<file path="src/hdl/nma_pkg.sv">
// nma_pkg: shared widths, constants, codes and structs of the neuron MAC/activation block.
// No dependencies; imported by every module under hdl/.
`default_nettype none

package nma_pkg;

   // Field widths
   localparam int X_W    = 16;          // Q4.12 input element and weight
   localparam int SIG_W  = 32;          // Q8.24 signal and activation
   localparam int VAL_W  = 25;          // unsigned Q1.24 up to one
   localparam int SUM_W  = 40;          // running sum
   localparam int Q_FRAC = 24;          // fraction bits of results

   // Activation table default depth
   localparam int ACT_TABLE_DEPTH_DEF = 1024;

   // Queue between front and back
   localparam int MID_DEPTH = 4;        // power of two
   localparam int CNT_W     = $clog2(MID_DEPTH + 1);

   // Fixed point constants
   localparam logic [VAL_W-1:0] ONE_Q24   = VAL_W'(1) << Q_FRAC;
   localparam logic [SIG_W-1:0] ONE_SIG   = SIG_W'(1) << Q_FRAC;
   localparam logic [SIG_W-1:0] CLAMP_Q24 = SIG_W'(20) << Q_FRAC;   // table span, 20.0

   // Divide by the table span: span = 5 << SPAN_SHIFT, the factor 5 by reciprocal
   localparam int SPAN_SHIFT = 26;
   localparam int FRAC_W     = 29;      // remainder modulo the span
   localparam int DIV_IN_W   = 28;      // widest dividend of the divide by 5
   localparam int DIV5_SHIFT = 30;
   localparam logic [DIV_IN_W-1:0] DIV5_MUL = DIV_IN_W'(214748365);   // ceil(2^30 / 5)

   // Activation modes
   typedef enum logic [1:0] {
      MODE_TANH     = 2'd0,
      MODE_LOGISTIC = 2'd1,
      MODE_LINEAR   = 2'd2,
      MODE_SIGN     = 2'd3
   } act_mode_type;

   localparam act_mode_type MODE_RESET = MODE_LOGISTIC;

   // Register map
   localparam int CSR_ADDR_W = 2;
   localparam int CSR_DATA_W = 32;
   localparam logic [CSR_ADDR_W-1:0] CSR_MODE_ADDR = '0;

   // Front to queue: one finished signal
   typedef struct packed {
      logic                    valid;
      logic signed [SIG_W-1:0] signal;
   } mid_push_type;

   // Front status: finished vectors still on their way into the queue
   typedef struct packed {
      logic [1:0] pending;
   } front_status_type;

endpackage

`default_nettype wire

</file>
<file path="src/hdl/nma_fifo.sv">
// nma_fifo: short queue of finished signals between the front and the back end.
// Depends on nma_pkg (MID_DEPTH, mid_push_type).
`default_nettype none

module nma_fifo
   import nma_pkg::*;
(
   input  logic                    clock,
   input  logic                    reset,
   input  mid_push_type            push_i,
   input  logic                    pop_i,
   output logic signed [SIG_W-1:0] data_o,
   output logic                    empty_o,
   output logic [CNT_W-1:0]        count_o
);

   localparam int PTR_W = $clog2(MID_DEPTH);

   logic signed [SIG_W-1:0] mem_ff [MID_DEPTH];
   logic [PTR_W-1:0]        wr_ptr_ff, wr_ptr_in;
   logic [PTR_W-1:0]        rd_ptr_ff, rd_ptr_in;
   logic [CNT_W-1:0]        count_ff, count_in;
   logic                    do_pop;

   // Pointer and fill count update
   always_comb begin
      do_pop    = pop_i && (count_ff != '0);
      wr_ptr_in = push_i.valid ? PTR_W'(wr_ptr_ff + 1'b1) : wr_ptr_ff;
      rd_ptr_in = do_pop ? PTR_W'(rd_ptr_ff + 1'b1) : rd_ptr_ff;
      unique case ({push_i.valid, do_pop})
         2'b10:   count_in = CNT_W'(count_ff + 1'b1);
         2'b01:   count_in = CNT_W'(count_ff - 1'b1);
         default: count_in = count_ff;
      endcase
   end

   always_ff @(posedge clock) begin
      if (reset) begin
         wr_ptr_ff <= '0;
         rd_ptr_ff <= '0;
         count_ff  <= '0;
      end else begin
         wr_ptr_ff <= wr_ptr_in;
         rd_ptr_ff <= rd_ptr_in;
         count_ff  <= count_in;
      end
   end

   always_ff @(posedge clock) begin
      if (push_i.valid) begin
         mem_ff[wr_ptr_ff] <= push_i.signal;
      end
   end

   assign data_o  = mem_ff[rd_ptr_ff];
   assign empty_o = (count_ff == '0);
   assign count_o = count_ff;

endmodule

`default_nettype wire

</file>
<file path="config.mk">
export PLATFORM = sky130hd
export DESIGN_NAME = nma_fifo
export DESIGN_NICKNAME = d
export VERILOG_FILES = /design/src/hdl/nma_pkg.sv /design/src/hdl/nma_fifo.sv
export SDC_FILE = /design/constraint.sdc
export NUM_CORES = 1
export LEC_CHECK = 0
export BUFFER_PORTS_ARGS = -buffer_cell sky130_fd_sc_hd__clkbuf_2
export CAP_MARGIN = 20
export CELL_PAD_IN_SITES_DETAIL_PLACEMENT = 2
export CELL_PAD_IN_SITES_GLOBAL_PLACEMENT = 2
export CORE_MARGIN = 2
export CORE_UTILIZATION = 47
export CTS_CLUSTER_DIAMETER = 80
export DETAILED_ROUTE_END_ITERATION = 6
export GPL_ROUTABILITY_DRIVEN = 0
export HOLD_SLACK_MARGIN = 0.15
export PLACE_DENSITY = 0.85
export SLEW_MARGIN = 15
export SYNTH_ARGS = -nofsm -noshare
export SYNTH_HDL_FRONTEND = slang
export SYNTH_SLANG_ARGS = --single-unit
</file>
<file path="constraint.sdc">
create_clock -name clock -period 3.6 [get_ports clock]
set_input_delay 1.08 -clock clock [delete_from_list [all_inputs] [get_ports clock]]
set_output_delay 1.08 -clock clock [all_outputs]
set_load 0.05 [all_outputs]
</file>
# After elaboration in Yosys (flattened, before gate mapping)
# Memories as Yosys holds them, arrays and structs flattened. A register that Yosys moved wholly into a read port is not among the register bits.
# Index checks and enable logic that the tools add are counted.
[classes]
reduce_logical = 4
add_sub_neg = 4
n_eq_ne = 2
muxes = 5
[op_table]
columns = ["op", "count"]
rows = [
  ["3-bit one-hot mux with 2 select lines", 1],
  ["2-bit by 1-bit adder with 2-bit output (second input constant)", 2],
  ["2-bit two-way mux", 2],
  ["3-bit by 1-bit adder with 3-bit output (second input constant)", 1],
  ["3-bit zero test", 1],
  ["3-bit nonzero test", 1],
  ["3-bit by 1-bit subtractor with 3-bit output (second input constant)", 1],
  ["2-bit by 1-bit == test with 1-bit output (second input constant)", 1],
  ["2-bit == test (second input constant)", 1],
  ["1-bit two-way mux", 2],
  ["2-bit nonzero test", 1],
  ["1-bit logical AND", 1],
]
[totals]
in_bits = 36
mem_bits_rw = 128
output_inout_bits = 36
register_bits = 7
n_memories = 1
word_cells = 19
[mem_list]
columns = ["name", "words", "width", "read_ports", "rd_clocked_by_memory_dff", "write_ports", "line", "rtl"]
rows = [
  ["mem_ff", 4, 32, 1, 1, 1, "nma_fifo.sv:19", "logic signed [SIG_W-1:0] mem_ff [MID_DEPTH];"],
]

# Logic depth before layout (Yosys ltp)
[depth]
word_depth = 4
ltp_mapped = 8
mapped_depth_nobuf = 8

# Least setup slack after synthesis
# No wires, ideal clock.
[synth_timing]
kind = "register to output"
start = "reg count_ff[0], in the netlist count_o[0]"
end = "out empty_o"
path_slack_ps = 794
path_buffers = 0
required_ps = 2520
arrival_time_ps = 1726
path_stages_with_launch = 2
path_cell_list = "dfxtp_1 nor3_1"
[synth_via]
elab_chain_len = 1
[synth_rtl]
columns = ["item", "line", "rtl"]
rows = [
  ["start, declared", "nma_fifo.sv:22", "logic [CNT_W-1:0] count_ff, count_in;"],
  ["start signal, assigned", "nma_fifo.sv:45", "count_ff <= count_in;"],
  ["3-bit zero test", "nma_fifo.sv:56", "assign empty_o = (count_ff == '0);"],
  ["end, declared", "nma_fifo.sv:13", "output logic empty_o,"],
]
# No other way between the ends.

==> run summary <==
The run finished with clean final reports. STA puts the critical path data arrival time at 2.26 ns. The via count is 2423.

The via count of the first global-routing pass was 2775. The clock slew at the register clock pins of the worst setup and hold paths came out at 0.07 ns. Clock tree synthesis selected as its root buffer the cell sky130_fd_sc_hd__clkbuf_8. In the final layout, the multi-input gates occupy 966 sq um. The first global-routing pass estimated 17.8 mm of wire. The detailed-route wire length per cell is 26.2 microns. After detailed routing, the number of vias per cell comes to 5.35.

The number of I/O pins came out at 72. The placed wire-length estimate after detailed placement is 7.15 mm. The cell type contributing the most total cell area after synthesis is sky130_fd_sc_hd__edfxtp_1.

The core region is 10700 sq um. The setup slack of the worst register-to-register path is 1.48 ns. The sequential cell fraction of total power is 39.9%. Gates resized during post-CTS repair numbered 0. The clock tree from TritonCTS is built. Between clock sinks in the finished design, the worst skew comes to 0.0109 ns. The number of storage elements in the synthesis netlist came out at 137.

The power density over the cells came out at 787 nW/um^2. The share of the core filled with cells in the final layout came out at 57.8%. The initial DRC count is 85. The synthesized design devotes to its leading area cell type 75.3% of total area. The number of CTS-inserted buffers is 17.

The final critical delay including setup and external delays came out at 3.34 ns. The cell row count is 38. The slack of the critical path came out at 0.260 ns. In the final layout, flip-flops and latches occupy 4030 sq um. The worst endpoint required time came out at 2.52 ns. The diode insertion count for antenna repair came out at 0. The internal power consumption is 3.27 mW. The number of antenna violations at the first check in global routing is 0. The filler cell count in the final layout came out at 867. Summed over all layers, the global routing overflow is 0. The number of buffers inserted by post-CTS setup repair came out at 0. For this block, the routed nets add up to 11.9 mm of wire. The worst setup path is launched from a flip-flop. The chip height came out at 108 microns.

The count of non-filler cells in the finished layout is 453. After synthesis, flip-flops and latches occupy 78.9% of the total area. Max-cap violations in this run came to 0.

The number of cells on the worst reg-to-reg path came out at 8. The remaining antenna violation count came out at 0. Counting buffers and inverters, the worst setup path is 3 cells deep.

The signal on the critical path passes through buf_12, mux4_2, clkbuf_2. The growth of design area from synthesis to finish came out at 21.1%. For this run, the top clock speed supported by timing is 299 MHz. The largest stage delay on the critical path came out at 0.64 ns. Yosys attributes the largest share of cell area to sky130_fd_sc_hd__edfxtp_1 (75%), sky130_fd_sc_hd__mux4_2 (13%), sky130_fd_sc_hd__dfxtp_1 (3.5%). The worst hold path depth came out at 2. The worst-skew pair later-pin latency came out at 0.52 ns. VDD sags by at most 0.409 mV. The switching share of power came out at 32.7%. The synthesized cell area came out at 5100 sq um. Entering global routing, the biggest net connects 33 pins. The post-cts hold buffer count is 0. The buffers plus inverters on the worst setup path is 2. For this run, design rule violations remaining after detail routing come to 0. The proportion of power drawn by the clock network came out at 36.4%. The number of endpoints with negative hold slack in the final report is 0. Counting every sink on the clock net gives 137.

The cell type of the slowest stage on the worst timing path is sky130_fd_sc_hd__dfxtp_2. The total global routing track utilization is 22.3%. In this design, the largest share of critical-path delay is due to flip-flops. The post-layout net count is 342.

The first-pass iteration count of the detailed router came out at 4. Setup repair after global routing left no endpoint under its margin. The combinational fraction of design power is 23.7%.

The worst-case setup slack after placement came out at 0.806 ns. The distinct cell type count after synthesis is 22. The setup total negative slack came out at 0 ns. The worst setup path is of the reg2out kind.

The actual transition at the worst max-transition pin came out at 0.897 ns. The number of cells in the design after placement is 421. In the finished design, the share of the clock period the worst path needs comes to 92.8%. Counting every net in the synthesized netlist gives 258. The number of slew-limit violations in the final report is 0. The share of post-route cells with drive strength above 1 is 44.7%. In this run the power spent charging and discharging nets is 1.59 mW.

Setup violations remaining at the end of the flow were counted as 0. The worst hold path belongs to the class reg2reg. The H-tree was split into 4 levels. After synthesis, the mean cell area works out to 23.6 sq um. The count of mapped cells out of synthesis came out at 216. The worst setup path is captured at a primary output. Yosys printed 0 warnings. The worst slew slack as a fraction of its limit came out at 40.2%. The die extent in x came out at 108 microns. The overall die area came out at 11700 sq um. No sink is reached through more buffers than the 2 on the longest clock path. The static leakage power is 2.15 nW. The number of buffers added on ports is 71. For this configuration, the core starts out at a cell density of 47.7%. The worst-path maximum fanout is 21.
cells by family (layout without fill, tap and decap cells):
kind of cell	count (synthesis)	after routing	synth area share, %
compound gates	6	6	0.638
simple gates	15	15	1.42
buf+inv	15	112	2.28
xor+xnor	4	4	0.687
flops	137	137	78.9
fa+ha+maj	6	6	1.62
mux	33	33	14.5
flip-flops by register name (all words and copies together) (netlist names), named ones only:
register,count
mem_ff,128
count_o,3
rd_ptr_ff,2
wr_ptr_ff,2
power by group through the flow:
stage,registers (mW),clock network (mW),logic (mW)
floorplan,1.95,0,0.919
global placement,1.95,0,1.11
global route,1.95,1.85,1.22
detailed placement,1.97,0,1.14
CTS,1.94,1.80,1.17
finish,1.94,1.77,1.15
layer usage:
| metal | wire, microns | part of all wire [%] | vias up | global-route usage [%] |
|---|---|---|---|---|
| li1 | - | - | 1061 | - |
| met1 | 4680 | 39 | 1276 | 27.5 |
| met2 | 6530 | 55 | 74 | 38.7 |
| met3 | 524 | 4.4 | 12 | 6.09 |
| met4 | 147 | 1.2 | 0 | 6.59 |
| met5 | 0 | 0 | - | 0 |
tightest hold or removal path, stage by stage, from the launching register on:
cell	delay [ns]
sky130_fd_sc_hd__dfxtp_1	0.32
sky130_fd_sc_hd__o21ai_0	0.07
sky130_fd_sc_hd__a21oi_1	0.09
path summary, 6_finish.rpt:
check,startpoint,to
setup / recovery,flip-flop,data_o[12]
hold / removal,rd_ptr_ff[1]$_SDFFE_PP0P_,flip-flop
setup reg to reg,count_o[1]$_SDFFE_PP0P_,count_o[2]$_SDFFE_PP0P_
hold reg to reg,rd_ptr_ff[1]$_SDFFE_PP0P_,flip-flop
synth_stat cells:
cell type,count
sky130_fd_sc_hd__edfxtp_1,128
sky130_fd_sc_hd__mux4_2,30
sky130_fd_sc_hd__dfxtp_1,9
sky130_fd_sc_hd__inv_1,7
sky130_fd_sc_hd__nor2_1,7
sky130_fd_sc_hd__ha_1,5
sky130_fd_sc_hd__and2_1,4
sky130_fd_sc_hd__a21oi_1,3
sky130_fd_sc_hd__buf_12,3
sky130_fd_sc_hd__buf_2,3
sky130_fd_sc_hd__xor2_1,3
sky130_fd_sc_hd__mux4_1,2
sky130_fd_sc_hd__o21ai_0,2
sky130_fd_sc_hd__or3_1,2
sky130_fd_sc_hd__buf_6,1
sky130_fd_sc_hd__clkbuf_1,1
sky130_fd_sc_hd__fa_1,1
sky130_fd_sc_hd__mux2i_1,1
sky130_fd_sc_hd__nand2_1,1
sky130_fd_sc_hd__nor3_1,1
sky130_fd_sc_hd__o31ai_1,1
sky130_fd_sc_hd__xnor2_1,1
cell usage in the layout, fill, tap and decap left out, types with 3 or more instances in the layout:
cell type                     n
sky130_fd_sc_hd__nor2_1       7
sky130_fd_sc_hd__bufinv_16    3
sky130_fd_sc_hd__clkbuf_16   16
sky130_fd_sc_hd__inv_1        7
sky130_fd_sc_hd__mux4_2      30
sky130_fd_sc_hd__dfxtp_1      7
sky130_fd_sc_hd__a21oi_1      3
sky130_fd_sc_hd__clkbuf_2    71
sky130_fd_sc_hd__xor2_1       3
sky130_fd_sc_hd__edfxtp_1   128
sky130_fd_sc_hd__and2_2       4
sky130_fd_sc_hd__inv_6        7
sky130_fd_sc_hd__ha_1         5
per-stage QoR:
step           area (sq um)  hold WS [ns]  total power, mW
2_1_floorplan          5100         0.459             2.87
3_3_place_gp           5580         0.465             3.06
3_5_place_dp           5580         0.538             3.11
4_1_cts                6180         0.538             4.91
5_1_grt                6180         0.580             5.03
6_report               6180         0.534             4.86
layout make-up:
type,count,share of cell area (%)
flip-flops and latches,137,65.2
multi-input cells,64,15.6
clock buffers,17,6.70
repair buffers,73,6.20
clock inverters,15,3.04
well taps,140,2.84
inverters,7,0.425
No activity file was read; power rests on OpenSTA's default activity.
