==> src/hdl/nma_pkg.sv <==
// nma_pkg: shared widths, constants, codes and structs of the neuron MAC/activation block.
// No dependencies; imported by every module under hdl/.
`default_nettype none

package nma_pkg;

   // Field widths
   localparam int X_W    = 16;          // Q4.12 input element and weight
   localparam int SIG_W  = 32;          // Q8.24 signal and activation
   localparam int VAL_W  = 25;          // unsigned Q1.24 up to one
   localparam int SUM_W  = 40;          // running sum
   localparam int Q_FRAC = 24;          // fraction bits of results

   // Activation table default depth
   localparam int ACT_TABLE_DEPTH_DEF = 1024;

   // Queue between front and back
   localparam int MID_DEPTH = 4;        // power of two
   localparam int CNT_W     = $clog2(MID_DEPTH + 1);

   // Fixed point constants
   localparam logic [VAL_W-1:0] ONE_Q24   = VAL_W'(1) << Q_FRAC;
   localparam logic [SIG_W-1:0] ONE_SIG   = SIG_W'(1) << Q_FRAC;
   localparam logic [SIG_W-1:0] CLAMP_Q24 = SIG_W'(20) << Q_FRAC;   // table span, 20.0

   // Divide by the table span: span = 5 << SPAN_SHIFT, the factor 5 by reciprocal
   localparam int SPAN_SHIFT = 26;
   localparam int FRAC_W     = 29;      // remainder modulo the span
   localparam int DIV_IN_W   = 28;      // widest dividend of the divide by 5
   localparam int DIV5_SHIFT = 30;
   localparam logic [DIV_IN_W-1:0] DIV5_MUL = DIV_IN_W'(214748365);   // ceil(2^30 / 5)

   // Activation modes
   typedef enum logic [1:0] {
      MODE_TANH     = 2'd0,
      MODE_LOGISTIC = 2'd1,
      MODE_LINEAR   = 2'd2,
      MODE_SIGN     = 2'd3
   } act_mode_type;

   localparam act_mode_type MODE_RESET = MODE_LOGISTIC;

   // Register map
   localparam int CSR_ADDR_W = 2;
   localparam int CSR_DATA_W = 32;
   localparam logic [CSR_ADDR_W-1:0] CSR_MODE_ADDR = '0;

   // Front to queue: one finished signal
   typedef struct packed {
      logic                    valid;
      logic signed [SIG_W-1:0] signal;
   } mid_push_type;

   // Front status: finished vectors still on their way into the queue
   typedef struct packed {
      logic [1:0] pending;
   } front_status_type;

endpackage

`default_nettype wire

==> src/hdl/nma_front.sv <==
// nma_front: multiply-accumulate front end; builds the saturated signal of each vector.
// Depends on nma_pkg.
`default_nettype none

module nma_front
   import nma_pkg::*;
(
   input  logic                   clock,
   input  logic                   reset,
   input  logic                   accept_i,
   input  logic signed [X_W-1:0]  x_value_i,
   input  logic signed [X_W-1:0]  weight_value_i,
   input  logic                   last_i,
   output mid_push_type           push_o,
   output front_status_type       status_o
);

   localparam logic signed [SUM_W-1:0] SUM_MAX = {1'b0, {(SUM_W-1){1'b1}}};
   localparam logic signed [SUM_W-1:0] SUM_MIN = {1'b1, {(SUM_W-1){1'b0}}};
   localparam logic signed [SIG_W-1:0] SIG_MAX = {1'b0, {(SIG_W-1){1'b1}}};
   localparam logic signed [SIG_W-1:0] SIG_MIN = {1'b1, {(SIG_W-1){1'b0}}};

   logic                    prod_valid_ff, prod_valid_in;
   logic                    prod_last_ff;
   logic signed [SIG_W-1:0] prod_ff, prod_in;
   logic signed [SUM_W-1:0] sum_ff, sum_in;
   logic                    fin_valid_ff, fin_valid_in;
   logic signed [SUM_W-1:0] fin_ff;
   logic signed [SUM_W:0]   sum_wide;
   logic signed [SUM_W-1:0] sum_sat;
   logic [SUM_W-SIG_W:0]    fin_top;

   // Product stage
   always_comb begin
      prod_valid_in = accept_i;
      prod_in       = SIG_W'(x_value_i) * SIG_W'(weight_value_i);
   end

   // Accumulate with saturation at the 40-bit limits
   always_comb begin
      sum_wide = {sum_ff[SUM_W-1], sum_ff} + (SUM_W+1)'(prod_ff);
      if (sum_wide[SUM_W] != sum_wide[SUM_W-1]) begin
         sum_sat = sum_wide[SUM_W] ? SUM_MIN : SUM_MAX;
      end else begin
         sum_sat = sum_wide[SUM_W-1:0];
      end
      sum_in       = sum_ff;
      fin_valid_in = prod_valid_ff && prod_last_ff;
      if (prod_valid_ff) begin
         sum_in = prod_last_ff ? '0 : sum_sat;
      end
   end

   always_ff @(posedge clock) begin
      if (reset) begin
         prod_valid_ff <= 1'b0;
         fin_valid_ff  <= 1'b0;
         sum_ff        <= '0;
      end else begin
         prod_valid_ff <= prod_valid_in;
         fin_valid_ff  <= fin_valid_in;
         sum_ff        <= sum_in;
      end
   end

   always_ff @(posedge clock) begin
      if (accept_i) begin
         prod_ff      <= prod_in;
         prod_last_ff <= last_i;
      end
      if (fin_valid_in) begin
         fin_ff <= sum_sat;
      end
   end

   // Saturate the finished sum to the 32-bit signal
   always_comb begin
      fin_top       = fin_ff[SUM_W-1:SIG_W-1];
      push_o.valid  = fin_valid_ff;
      if (fin_top == '0 || fin_top == '1) begin
         push_o.signal = fin_ff[SIG_W-1:0];
      end else begin
         push_o.signal = fin_ff[SUM_W-1] ? SIG_MIN : SIG_MAX;
      end
      status_o.pending = {1'b0, prod_valid_ff && prod_last_ff} + {1'b0, fin_valid_ff};
   end

endmodule

`default_nettype wire

==> config.mk <==
export PLATFORM = sky130hd
export DESIGN_NAME = nma_front
export DESIGN_NICKNAME = d
export VERILOG_FILES = /design/src/hdl/nma_pkg.sv /design/src/hdl/nma_front.sv
export SDC_FILE = /design/constraint.sdc
export NUM_CORES = 1
export LEC_CHECK = 0
export BUFFER_PORTS_ARGS = -buffer_cell sky130_fd_sc_hd__buf_2
export CAP_MARGIN = 15
export CORE_MARGIN = 1
export CORE_UTILIZATION = 54
export DETAILED_ROUTE_END_ITERATION = 10
export PLACE_DENSITY = 0.71
export SYNTH_ARGS = -nofsm -noshare
export SYNTH_HDL_FRONTEND = slang
export SYNTH_SLANG_ARGS = --single-unit
==> constraint.sdc <==
create_clock -name clock -period 10.7 [get_ports clock]
set_input_delay 2.675 -clock clock [delete_from_list [all_inputs] [get_ports clock]]
set_output_delay 2.675 -clock clock [all_outputs]
set_load 0.01 [all_outputs]
Word-level counts from Yosys, hierarchy flattened
Index checks and enable logic that the tools add are counted.
{"block": "word_totals", "regBits": 115, "in_bits": 36, "out_inout_bits": 35, "word_cells": 19}
{"block": "classes", "addsub": 2, "multipliers": 1, "eq_ne": 2, "n_mux": 5, "n_reduce_logical": 3}
{"op": "2-to-1 mux 40 bit", "n": 3}
{"op": "2-to-1 mux 32 bit", "n": 2}
{"op": "adder 40 x 32 -> 41 bit", "n": 1}
{"op": "multiplier 16 x 16 -> 32 bit", "n": 1}
{"op": "equality test 9 bit (second input constant)", "n": 1}
{"op": "zero test 9 bit", "n": 1}
{"op": "adder 1 x 1 -> 2 bit", "n": 1}
{"op": "logical AND 1 bit", "n": 1}
{"op": "logical OR 1 bit", "n": 1}
{"op": "!= test 1 bit", "n": 1}

Longest topological paths before layout
Gate-level depths: netlist (run 1).
{"block": "logic_depth", "word_depth": 4, "mapped_depth": 25, "mapped_depth_nobuf": 24}

Least setup slack after synthesis (run 1)
Ideal clock, no wire load.
{"block": "synth_timing", "kind": "input port to flip-flop", "from": "input port x_value_i[15]", "to": "register prod_ff[30] (data pin)", "setup_time_ns": 0.265, "arrival_time_ns": 8.132, "required_time_ns": 10.435, "path_slack_ns": 2.303, "stages": 21, "path_buffers": 1, "cell_sequence": "clkbuf_1 nand2_1 inv_1 fa_1 fa_1 fa_1 fa_1 fa_1 inv_1 fa_1 inv_1 ha_1 nand3_1 nor2_1 nand4_1 nor3_1 nor2_1 a221oi_1 nand2_1 o21ai_0 xor2_1"}
{"block": "synth_between", "elab_chain_cells": 1}
{"item": "from (decl)", "line": "nma_front.sv:11", "source": "input logic signed [X_W-1:0] x_value_i,"}
{"item": "multiplier 16 x 16 -> 32 bit", "line": "nma_front.sv:36", "source": "prod_in = SIG_W'(x_value_i) * SIG_W'(weight_value_i);"}
{"item": "via prod_in[30]", "line": "nma_front.sv:25", "source": "logic signed [SIG_W-1:0] prod_ff, prod_in;"}
{"item": "to (signal assigned)", "line": "nma_front.sv:68", "source": "prod_ff <= prod_in;"}
{"item": "to (decl)", "line": "nma_front.sv:25"}
The timed path passes the listed nets, and every way through them passes these cells.
A chain may end at the register's enable or synchronous reset.

Worst setup path in the final report (run 1)
Same ends and word-level chain as after synthesis.

==> metrics.md, run 1 <==
| Metric | Value |
|---|---|
| Status | finished, final reports clean |
| Final setup fails | 0 |
| Max frequency | 118 MHz |
| Yosys warns | 0 |
| Post-route DRC | 0 |
| PostCTS Resize Cnt | 0 |
| CTS Buf Count | 17 |
| Port Buffers | 70 |
| H-tree levels | 4 |
| TritonCTS clock tree | yes |
| Slew margin rel. | 23.2% |
| Largest net degree at the start of global routing | 43 |
| Die height | 177 um |
| First-pass GRT wire length | 60,400 um |
| Post-CTS Repair Setup Buffers | 0 |
| Mean area per synthesized cell | 9.31 um2 |
| Ratio of cells with drive above 1 in the final layout | 8.92% |
| Fin. max-slew vios | 0 |
| Commonest register cell after synthesis | edfxtp_1 |
| Synth-to-Final Area Change | 6.97% |
| Hold_buf cts | 0 |
| Largest cells by area after synthesis | fa_1 (32%), edfxtp_1 (13%), ha_1 (9.3%) |
| CTS root buf | clkbuf_16 |
| Period utilisation layout | 79.3% |
| Hold crit path type | reg -> reg |
| Number of synthesized flops with an enable pin | 73 |
| RSZ-0062 raised after global routing | false |
| DR WL/cell | 16.3 um |
| Final-stage net count | 2,214 |
| Final WL | 35,800 um |
| Setup CP Type | in -> reg |
| Layout Skew | 10.8 ps |
| Initial drt markers | 813 |
| Number of antenna violations at the first check in global routing | 0 |
| Clk buf depth | 2 |
| Clock sink count | 115 |
| Chip Width | 177 um |
| #FFs+latches synth | 115 |
| Setup tns final | 0 ps |
| Ant diodes | 0 |
| GRT Total Usage | 24.2% |
| Clock period minus worst slack | 8480 ps |
| Worst-Margin Slew | 1150 ps |
| Fin. Hold Viols | 0 |
| Asr flop ratio synth | 0% |
| CP required | 10,850 ps |
| DR vias/cell | 5.43 |
| Mapped Cells | 1,776 |
| Vias | 11,900 |
| Synth cell types | 73 |
| Antenna Nets Post-Route | 0 |
| Initial core utilization | 55.4% |
| Total grt overflow | 0 |
| CP Launch Type | primary input |
| DIE AREA | 0.0313 mm2 |
| Clk Latency, worst-skew pair | 410 ps |
| Worst Setup End Kind | register |
| Post-synth top area share | 31.8% |
| Synthesized Nets | 2,198 |
| Final GP Congestion | 0.931 |
| Hpwl dp | 28,500 um |
| Cell taking the most area after synthesis | fa_1 |
| Cell Area, Synth | 0.0165 mm2 |
| CP Max Fanout | 16 |
| IO Count | 71 |
| Site Rows | 63 |
| Max Cap Viol | 0 |
| Number of global-route vias before repair | 12,300 |
| Core area | 0.0299 mm2 |
| Sequential area share after synthesis | 18.3% |
| Drt first pass iters | 5 |
| CTS clock-pin slew for the worst setup and hold paths | 60 ps |
| Arrival @ worst endpoint | 8640 ps |
-- logic make-up (layout without fill, tap and decap cells) --
group | after synthesis | after routing | synth area share (%)
flip-flops | 115 | 115 | 18.3
multiplexers | 1 | 1 | 0.0681
buffers and inverters | 397 | 426 | 9.38
XOR/XNOR | 69 | 69 | 3.65
adder cells (fa/ha/maj) | 386 | 386 | 41.1
AND/OR/NAND/NOR | 490 | 490 | 14.2
AO/OA/AOI/OAI | 318 | 318 | 13.2
-- stage by stage --
step / std cells / hold slack, ps / area (um2) / worst slack, ps / utilization, %
6_report: 2195 / 466 / 17700 / 2220 / 59.2
5_1_grt: 2195 / 499 / 17700 / 1870 / 59.2
4_1_cts: 2195 / 472 / 17700 / 2240 / 59.2
3_5_place_dp: 2163 / 460 / 17100 / 1800 / 57.2
3_3_place_gp: 2163 / 448 / 17100 / 1950 / 57.2
2_1_floorplan: 1776 / 429 / 16500 / 2300 / -
-- flip-flops by register name, summed over array words and instances (netlist names) --
register and count:
fin_valid_ff 1, prod_ff 32, prod_valid_ff 1, sum_ff 40
prod_last_ff 1, fin_ff 40
-- path summary, 6_finish.rpt --
check	start	endpoint	slack, ps	cells after the start
hold / removal	sum_ff[15]$_SDFFE_PP0P_	sum_ff[15]$_SDFFE_PP0P_	470	2
setup / recovery	x_value_i[15]	prod_ff[30]$_DFFE_PP_	2220	21
hold reg to reg	sum_ff[15]$_SDFFE_PP0P_	sum_ff[15]$_SDFFE_PP0P_	470	2
setup reg to reg	sum_ff[0]$_SDFFE_PP0P_	sum_ff[1]$_SDFFE_PP0P_	6290	14
-- Yosys cell counts (3+ instances only) --
cell	number
a41oi_1	3
xnor2_1	50
buf_4	4
nor2_1	58
a221oi_1	3
nand2b_1	10
o211ai_1	7
nor4_1	3
o211ai_2	30
nor3_1	6
and4_1	3
nor2b_1	4
and3_1	3
a211oi_1	4
a21o_1	29
a31o_2	3
a31oi_1	7
nand4_1	9
edfxtp_1	73
a22o_1	3
o21a_1	12
inv_1	320
a21boi_0	3
buf_2	7
o21ai_0	104
dfxtp_1	42
clkbuf_1	59
fa_1	263
nand3_1	13
o31ai_1	3
a21oi_1	69
nor3b_1	3
buf_6	5
ha_1	123
o21bai_1	13
and2_1	124
xor2_1	19
nand2_1	240
-- routing by layer --
metal / up-vias / global-route usage, % / wire length [um]
met5: - / 0 / 0
met1: 5840 / 33.7 / 16600
met3: 45 / 3.11 / 1990
met2: 345 / 40.1 / 16700
met4: 0 / 6.07 / 522
li1: 5686 / - / -
-- area by class of cell --
class	instances	area, um2
inverters	320	1200
well taps	390	488
fillers	2557	12200
multi-input cells	1264	12000
clock buffers	18	439
clock inverters	14	178
repair buffers	74	380
flip-flops and latches	115	3030
-- worst max-delay path, stage by stage --
cell,delay (ps)
buf_2,270
nand2_1,150
inv_1,140
fa_1,540
fa_1,770
fa_1,500
fa_1,530
fa_1,500
inv_1,50
fa_1,470
inv_1,40
ha_1,330
nand3_1,130
nor2_1,270
nand4_1,130
nor3_1,140
nor2_1,80
a221oi_1,490
nand2_1,100
o21ai_0,210
xor2_1,90
-- layout by cell type (no fill, tap or decap), drive strengths merged, types with 4 or more instances in the layout --
| cell | count |
|---|---|
| a211oi | 5 |
| a21o | 29 |
| a21oi | 71 |
| a31oi | 7 |
| and2 | 125 |
| buf | 74 |
| clkbuf | 18 |
| clkinv | 8 |
| dfxtp | 42 |
| edfxtp | 73 |
| fa | 263 |
| ha | 123 |
| inv | 322 |
| nand2 | 241 |
| nand2b | 11 |
| nand3 | 13 |
| nand4 | 9 |
| nor2 | 58 |
| nor2b | 4 |
| nor3 | 7 |
| nor4 | 4 |
| o211ai | 37 |
| o21a | 12 |
| o21ai | 106 |
| o21bai | 13 |
| o31ai | 5 |
| xnor2 | 50 |
| xor2 | 19 |
Power of run 1 is left out: the tool's default activity adds up to more than one toggle a clock period on the data nets, which glitch-free logic cannot reach.
==> run 2, diff against run 1 <==
==> constraint.sdc (replaced) <==
create_clock -name clock -period 8.2 [get_ports clock]
set_input_delay 2.05 -clock clock [delete_from_list [all_inputs] [get_ports clock]]
set_output_delay 2.05 -clock clock [all_outputs]
set_load 0.01 [all_outputs]
==> run 2 against run 1 <==
Net effect:
- final cell count increased by 0.27%
- sequential share of layout area about the same
- hold slack about the same
- register-to-register slack got worse by 2400 ps
- final area increased by 0.17%
- first-iteration DRC count decreased by 12%
- critical path type unchanged
==> metrics.md, run 2 (same netlist as run 1, synthesis figures left out) <==
| Metric | Value |
|---|---|
| Status | finished, final reports clean |
| Core area | 0.0299 mm2 (unchanged) |
| CTS root buf | clkbuf_16 |
| Wire length on met2 | 16,100 um (-3.2%) |
| Period utilisation layout | 93.3% |
| Initial drt markers | 717 (-12%) |
| PostCTS Resize Cnt | 0 (unchanged) |
| Post-route DRC | 0 (unchanged) |
| Hpwl dp | 28,500 um (about the same) |
| Final WL | 35,100 um (-2.1%) |
| Max frequency | 131 MHz |
| Initial core utilization | 55.4% (unchanged) |
| Worst reg2reg path depth | 14 (unchanged) |
| CP Launch Type | primary input |
| Critical Path, Cell by Cell | buf_2 > nand2_1 > inv_1 > fa_1 > fa_1 > fa_1 > fa_1 > fa_1 > inv_1 > fa_1 > inv_1 > ha_1 > nand3_1 > nor2_1 > nand4_1 > nor3_1 > nor2_1 > a221oi_1 > nand2_1 > o21ai_0 > xor2_1 |
| CP Max Fanout | 16 (unchanged) |
| Uppermost layer routed | met4 |
| Hold crit path type | reg -> reg |
| Antenna Nets Post-Route | 0 (unchanged) |
| Chip Width | 177 um (unchanged) |
| Site Rows | 63 (unchanged) |
| Clk Latency, worst-skew pair | 410 ps (about the same) |
| Delay-heaviest family, CP | adder cells |
| Number of global-route vias before repair | 12,200 (-1.4%) |
| Top flop regs | fin_ff x40, sum_ff x40, prod_ff x32 |
| RR Startpoint | prod_ff[0]$_DFFE_PP_ |
| Synth-to-Final Area Change | 7.15% |
| Highest-count cells in the layout ignoring fill and taps | inv_1 (320), fa_1 (263), nand2_1 (240) |
| Clock sink count | 115 (unchanged) |
| Final-stage net count | 2,220 (+0.27%) |
| Hold Path Depth | 2 (unchanged) |
| CTS Buf Count | 17 (unchanged) |
| Final GP Congestion | 0.897 (-3.7%) |
| IO Count | 71 (unchanged) |
| Wl on met1 | 16,800 um (+1.0%) |
| Post-CTS Repair Setup Buffers | 0 (unchanged) |
| CP required | 8360 ps (-2490 ps) |
| Total grt overflow | 0 (unchanged) |
| Largest net degree at the start of global routing | 43 (unchanged) |
| Worst Setup End Kind | register |
| Hold_ws | 467 ps (+0.270 ps) |
| CTS clock-pin slew for the worst setup and hold paths | 60 ps (about the same) |
| Clock period minus worst slack | 7650 ps |
| Setup crit end | prod_ff[30]$_DFFE_PP_ |
| Drt first pass iters | 5 (unchanged) |
| Worst-Margin Slew | 1130 ps (-26.7 ps) |
| H-tree levels | 4 (unchanged) |
| Setup CP Type | in -> reg |
| Port Buffers | 70 (unchanged) |
| First-pass GRT wire length | 59,200 um (-1.9%) |
| Hold_buf cts | 0 (unchanged) |
| DIE AREA | 0.0313 mm2 (unchanged) |
| GRT Total Usage | 23.7% (-0.54 points) |
| Setup tns final | 0 ps (unchanged) |
| Fin. max-slew vios | 0 (unchanged) |
| Most frequent CP cell | fa_1 |
| Slew margin rel. | 25.0% (+1.8 points) |
| Arrival @ worst endpoint | 7810 ps (-830 ps) |
| Buf+Inv Stages, Crit Path | 4 (unchanged) |
| Max Cap Viol | 0 (unchanged) |
| Critical path's largest stage delay | 750 ps (-20 ps) |
| Ant diodes | 0 (unchanged) |
| Critical-path top delay cell | fa_1 |
| DR WL/cell | 15.9 um (-2.3%) |
| Commonest non-fill, non-tap cell in the layout | inv_1 |
| Met3 wire len | 1670 um (-16%) |
| Worst path depth | 21 (unchanged) |
| DR vias/cell | 5.38 (-0.90%) |
| Fin. Hold Viols | 0 (unchanged) |
| Flop2flop setup slack | 3860 ps (-2430 ps) |
| Final setup fails | 0 (unchanged) |
| RSZ-0062 raised after global routing | false |
| Layout Skew | 7.65 ps (-3.12 ps) |
| Worst r2r dst | sum_ff[3]$_SDFFE_PP0P_ |
| Crit path launch | x_value_i[15] |
| Number of antenna violations at the first check in global routing | 0 (unchanged) |
| Die height | 177 um (unchanged) |
| Ratio of cells with drive above 1 in the final layout | 9.11% (+0.19 points) |
| TritonCTS clock tree | yes |
| Vias | 11,800 (-0.63%) |
| Clk buf depth | 2 (unchanged) |
-- run 2: worst min-delay path: stages, from the launching register on --
cell,delay [ps]
dfxtp_1,330
nand2_1,60
o211ai_2,50
-- run 2: final cells by class --
cell class | instances | area, um2
Clock buffer | 19 | 443
Clock inverter | 13 | 159
Fill cell | 2631 | 12100
Inverter | 320 | 1200
Multi-Input combinational cell | 1264 | 12000
Sequential cell | 115 | 3030
Tap cell | 390 | 488
Timing Repair Buffer | 80 | 425
-- run 2: routing by layer --
metal | up-vias | track usage, %
li1 | 5708 | -
met1 | 5791 | 33.3
met2 | 306 | 39.0
met3 | 36 | 2.81
met4 | 0 | 5.93
met5 | - | 0
-- run 2: how the worst min path moves through the flow --
stage,startpoint,endpoint,slack (ps)
detailed placement,sum_ff[7]$_SDFFE_PP0P_,sum_ff[7]$_SDFFE_PP0P_,460
finish,sum_ff[36]$_SDFFE_PP0P_,sum_ff[36]$_SDFFE_PP0P_,470
global placement,sum_ff[10]$_SDFFE_PP0P_,sum_ff[10]$_SDFFE_PP0P_,450
global route,sum_ff[32]$_SDFFE_PP0P_,sum_ff[32]$_SDFFE_PP0P_,480
floorplan,sum_ff[27]$_SDFFE_PP0P_,sum_ff[27]$_SDFFE_PP0P_,430
CTS,sum_ff[36]$_SDFFE_PP0P_,sum_ff[36]$_SDFFE_PP0P_,470
-- run 2: per-stage QoR --
step                      area (um2)  setup slack [ps]  util (%)  instances
after floorplan                16500               428         -       1776
after global placement         17100               222      57.3       2169
after detailed placement       17100              67.9      57.3       2169
after CTS                      17700               539      59.3       2201
after global routing           17700               235      59.3       2201
final                          17700               551      59.3       2201
Power of run 2 is left out for the same reason.
==> run 3, diff against run 2 <==
--- a/config.mk
+++ b/config.mk
@@ -5,12 +5,13 @@
 export SDC_FILE = /design/constraint.sdc
 export NUM_CORES = 1
 export LEC_CHECK = 0
-export BUFFER_PORTS_ARGS = -buffer_cell sky130_fd_sc_hd__buf_2
 export CAP_MARGIN = 15
 export CORE_MARGIN = 1
 export CORE_UTILIZATION = 54
 export DETAILED_ROUTE_END_ITERATION = 10
-export PLACE_DENSITY = 0.71
+export DONT_BUFFER_PORTS = 1
+export HOLD_SLACK_MARGIN = 0.12
+export PLACE_DENSITY = 0.69
 export SYNTH_ARGS = -nofsm -noshare
 export SYNTH_HDL_FRONTEND = slang
 export SYNTH_SLANG_ARGS = --single-unit
==> run 3 against run 2 <==
Net effect:
- via count decreased by 1.7%
- global-route usage increased by 0.41 points
- non-clock buffer count decreased by 73
- critical endpoint unchanged
- largest cell class unchanged
==> metrics.md, run 3 (same netlist as run 1, synthesis figures left out) <==
| Metric | Value |
|---|---|
| Status | finished, final reports clean |
| IO Count | 71 (unchanged) |
| GR met3 Demand/Resource | 3.44% (+0.62 points) |
| Core area | 0.0299 mm2 (unchanged) |
| Final WL | 35,200 um (+0.21%) |
| Filler instances | 2,615 (-0.61%) |
| Total grt overflow | 0 (unchanged) |
| Die height | 177 um (unchanged) |
| Clk buf depth | 2 (unchanged) |
| Highest-count cells in the layout ignoring fill and taps | inv_1 (320), fa_1 (263), nand2_1 (240) |
| GRT Total Usage | 24.1% (+0.41 points) |
| Critical path's largest stage delay | 740 ps (about the same) |
| Site Rows | 63 (unchanged) |
| Top flop regs | fin_ff x40, sum_ff x40, prod_ff x32 |
| Clock period minus worst slack | 7500 ps (-152 ps) |
| Clk Latency, worst-skew pair | 410 ps (about the same) |
| Delay-heaviest family, CP | adder cells |
| RSZ-0062 raised after global routing | false |
| Max frequency | 133 MHz (+2.0%) |
| Final-stage net count | 2,147 (-3.3%) |
| Ant diodes | 0 (unchanged) |
| Antenna Nets Post-Route | 0 (unchanged) |
| Hold Path Depth | 2 (unchanged) |
| TritonCTS clock tree | yes |
| Worst Setup End Kind | register |
| Hpwl dp | 28,400 um (-0.53%) |
| Critical-path top delay cell | fa_1 |
| Drt first pass iters | 5 (unchanged) |
| GR peak layer | met2 |
| PostCTS Resize Cnt | 0 (unchanged) |
| CP required | 8350 ps (about the same) |
| Initial drt markers | 632 (-12%) |
| Vias | 11,600 (-1.7%) |
| Fin. max-slew vios | 0 (unchanged) |
| Slew margin rel. | 24.1% (-0.88 points) |
| Arrival @ worst endpoint | 7650 ps (-160 ps) |
| Synth-to-Final Area Change | 4.79% |
| Number of global-route vias before repair | 12,300 (+1.1%) |
| CTS Buf Count | 17 (unchanged) |
| GRT met1 Usage | 33.5% (+0.25 points) |
| Worst path depth | 20 (-4.8%) |
| First-pass GRT wire length | 60,000 um (+1.2%) |
| Met2 usage | 39.5% (+0.47 points) |
| Hold crit path type | reg -> reg |
| DR vias/cell | 5.47 (+1.7%) |
| Most frequent CP cell | fa_1 |
| RR Startpoint | prod_ff[31]$_DFFE_PP_ |
| Max Cap Viol | 0 (unchanged) |
| Layout Skew | 13.2 ps (+5.54 ps) |
| Number of antenna violations at the first check in global routing | 0 (unchanged) |
| Largest net degree at the start of global routing | 43 (unchanged) |
| Worst reg2reg path depth | 10 (-4) |
| Commonest non-fill, non-tap cell in the layout | inv_1 |
| CP Launch Type | primary input |
| Fin. Hold Viols | 0 (unchanged) |
| Worst hold start | sum_ff[15]$_SDFFE_PP0P_ |
| Setup CP Type | in -> reg |
| Hold_buf cts | 0 (unchanged) |
| Ratio of cells with drive above 1 in the final layout | 5.41% (-3.7 points) |
| Clock sink count | 115 (unchanged) |
| Post-route DRC | 0 (unchanged) |
| Initial core utilization | 55.4% (unchanged) |
| Period utilisation layout | 91.4% (-1.8 points) |
| Chip Width | 177 um (unchanged) |
| Crit path launch | x_value_i[15] |
| DIE AREA | 0.0313 mm2 (unchanged) |
| Critical Path, Cell by Cell | nand2_1 > inv_1 > fa_1 > fa_1 > fa_1 > fa_1 > fa_1 > inv_1 > fa_1 > inv_1 > ha_1 > nand3_1 > nor2_1 > nand4_1 > nor3_1 > nor2_1 > a221oi_1 > nand2_1 > o21ai_0 > xor2_1 |
| Worst-Margin Slew | 1140 ps (+13.2 ps) |
| Setup tns final | 0 ps (unchanged) |
| Final GP Congestion | 0.905 (+0.87%) |
| Final setup fails | 0 (unchanged) |
| Buf+Inv Stages, Crit Path | 3 (-1) |
| H-tree levels | 4 (unchanged) |
| DR WL/cell | 16.5 um (+3.6%) |
| CTS root buf | clkbuf_16 |
| CTS clock-pin slew for the worst setup and hold paths | 60 ps (about the same) |
| Port Buffers | 0 (-100%) |
| Post-CTS Repair Setup Buffers | 0 (unchanged) |
| CP Max Fanout | 16 (unchanged) |
run 3: per-layer routing:
| metal | vias up | part of all wire, % |
|---|---|---|
| met5 | - | 0 |
| met4 | 0 | 1.5 |
| met3 | 41 | 5.6 |
| met2 | 325 | 46 |
| met1 | 5724 | 47 |
| li1 | 5552 | - |
run 3: final timing paths:
path	slack, ps	to
worst min register to register	470	sum_ff[15]$_SDFFE_PP0P_
worst max-delay path	700	prod_ff[30]$_DFFE_PP_
worst max register to register	3770	sum_ff[0]$_SDFFE_PP0P_
worst min-delay path	470	sum_ff[15]$_SDFFE_PP0P_
run 3: area by class of cell:
cell class / instances / area, um2 / share of cell area (%)
clock buffer: 17 / 425 / 2.45
clock inverter: 15 / 160 / 0.924
inverter: 320 / 1200 / 6.93
multi-input combinational: 1264 / 12000 / 69.1
sequential: 115 / 3030 / 17.5
tap: 390 / 488 / 2.81
timing repair buffer: 7 / 52.6 / 0.303
run 3: through the flow:
step           instance area, um2  utilization (%)  setup slack [ps]  cells  hold slack, ps
2_1_floorplan               16500                -               428   1776             429
3_3_place_gp                16800             56.1               492   2096             448
3_5_place_dp                16800             56.1               254   2096             458
4_1_cts                     17300             58.0               684   2128             473
5_1_grt                     17300             58.0               267   2128             496
6_report                    17300             58.0               703   2128             466
run 3: worst register-to-register path: stages (launching register included):
cell,delay [ps]
edfxtp_1,560
ha_1,470
a2111oi_0,480
o21ai_0,210
a31o_2,280
a211oi_2,280
o31ai_4,130
nand3b_4,190
a21bo_1,780
nand2b_4,700
o211ai_1,170
Power of run 3 is left out for the same reason.
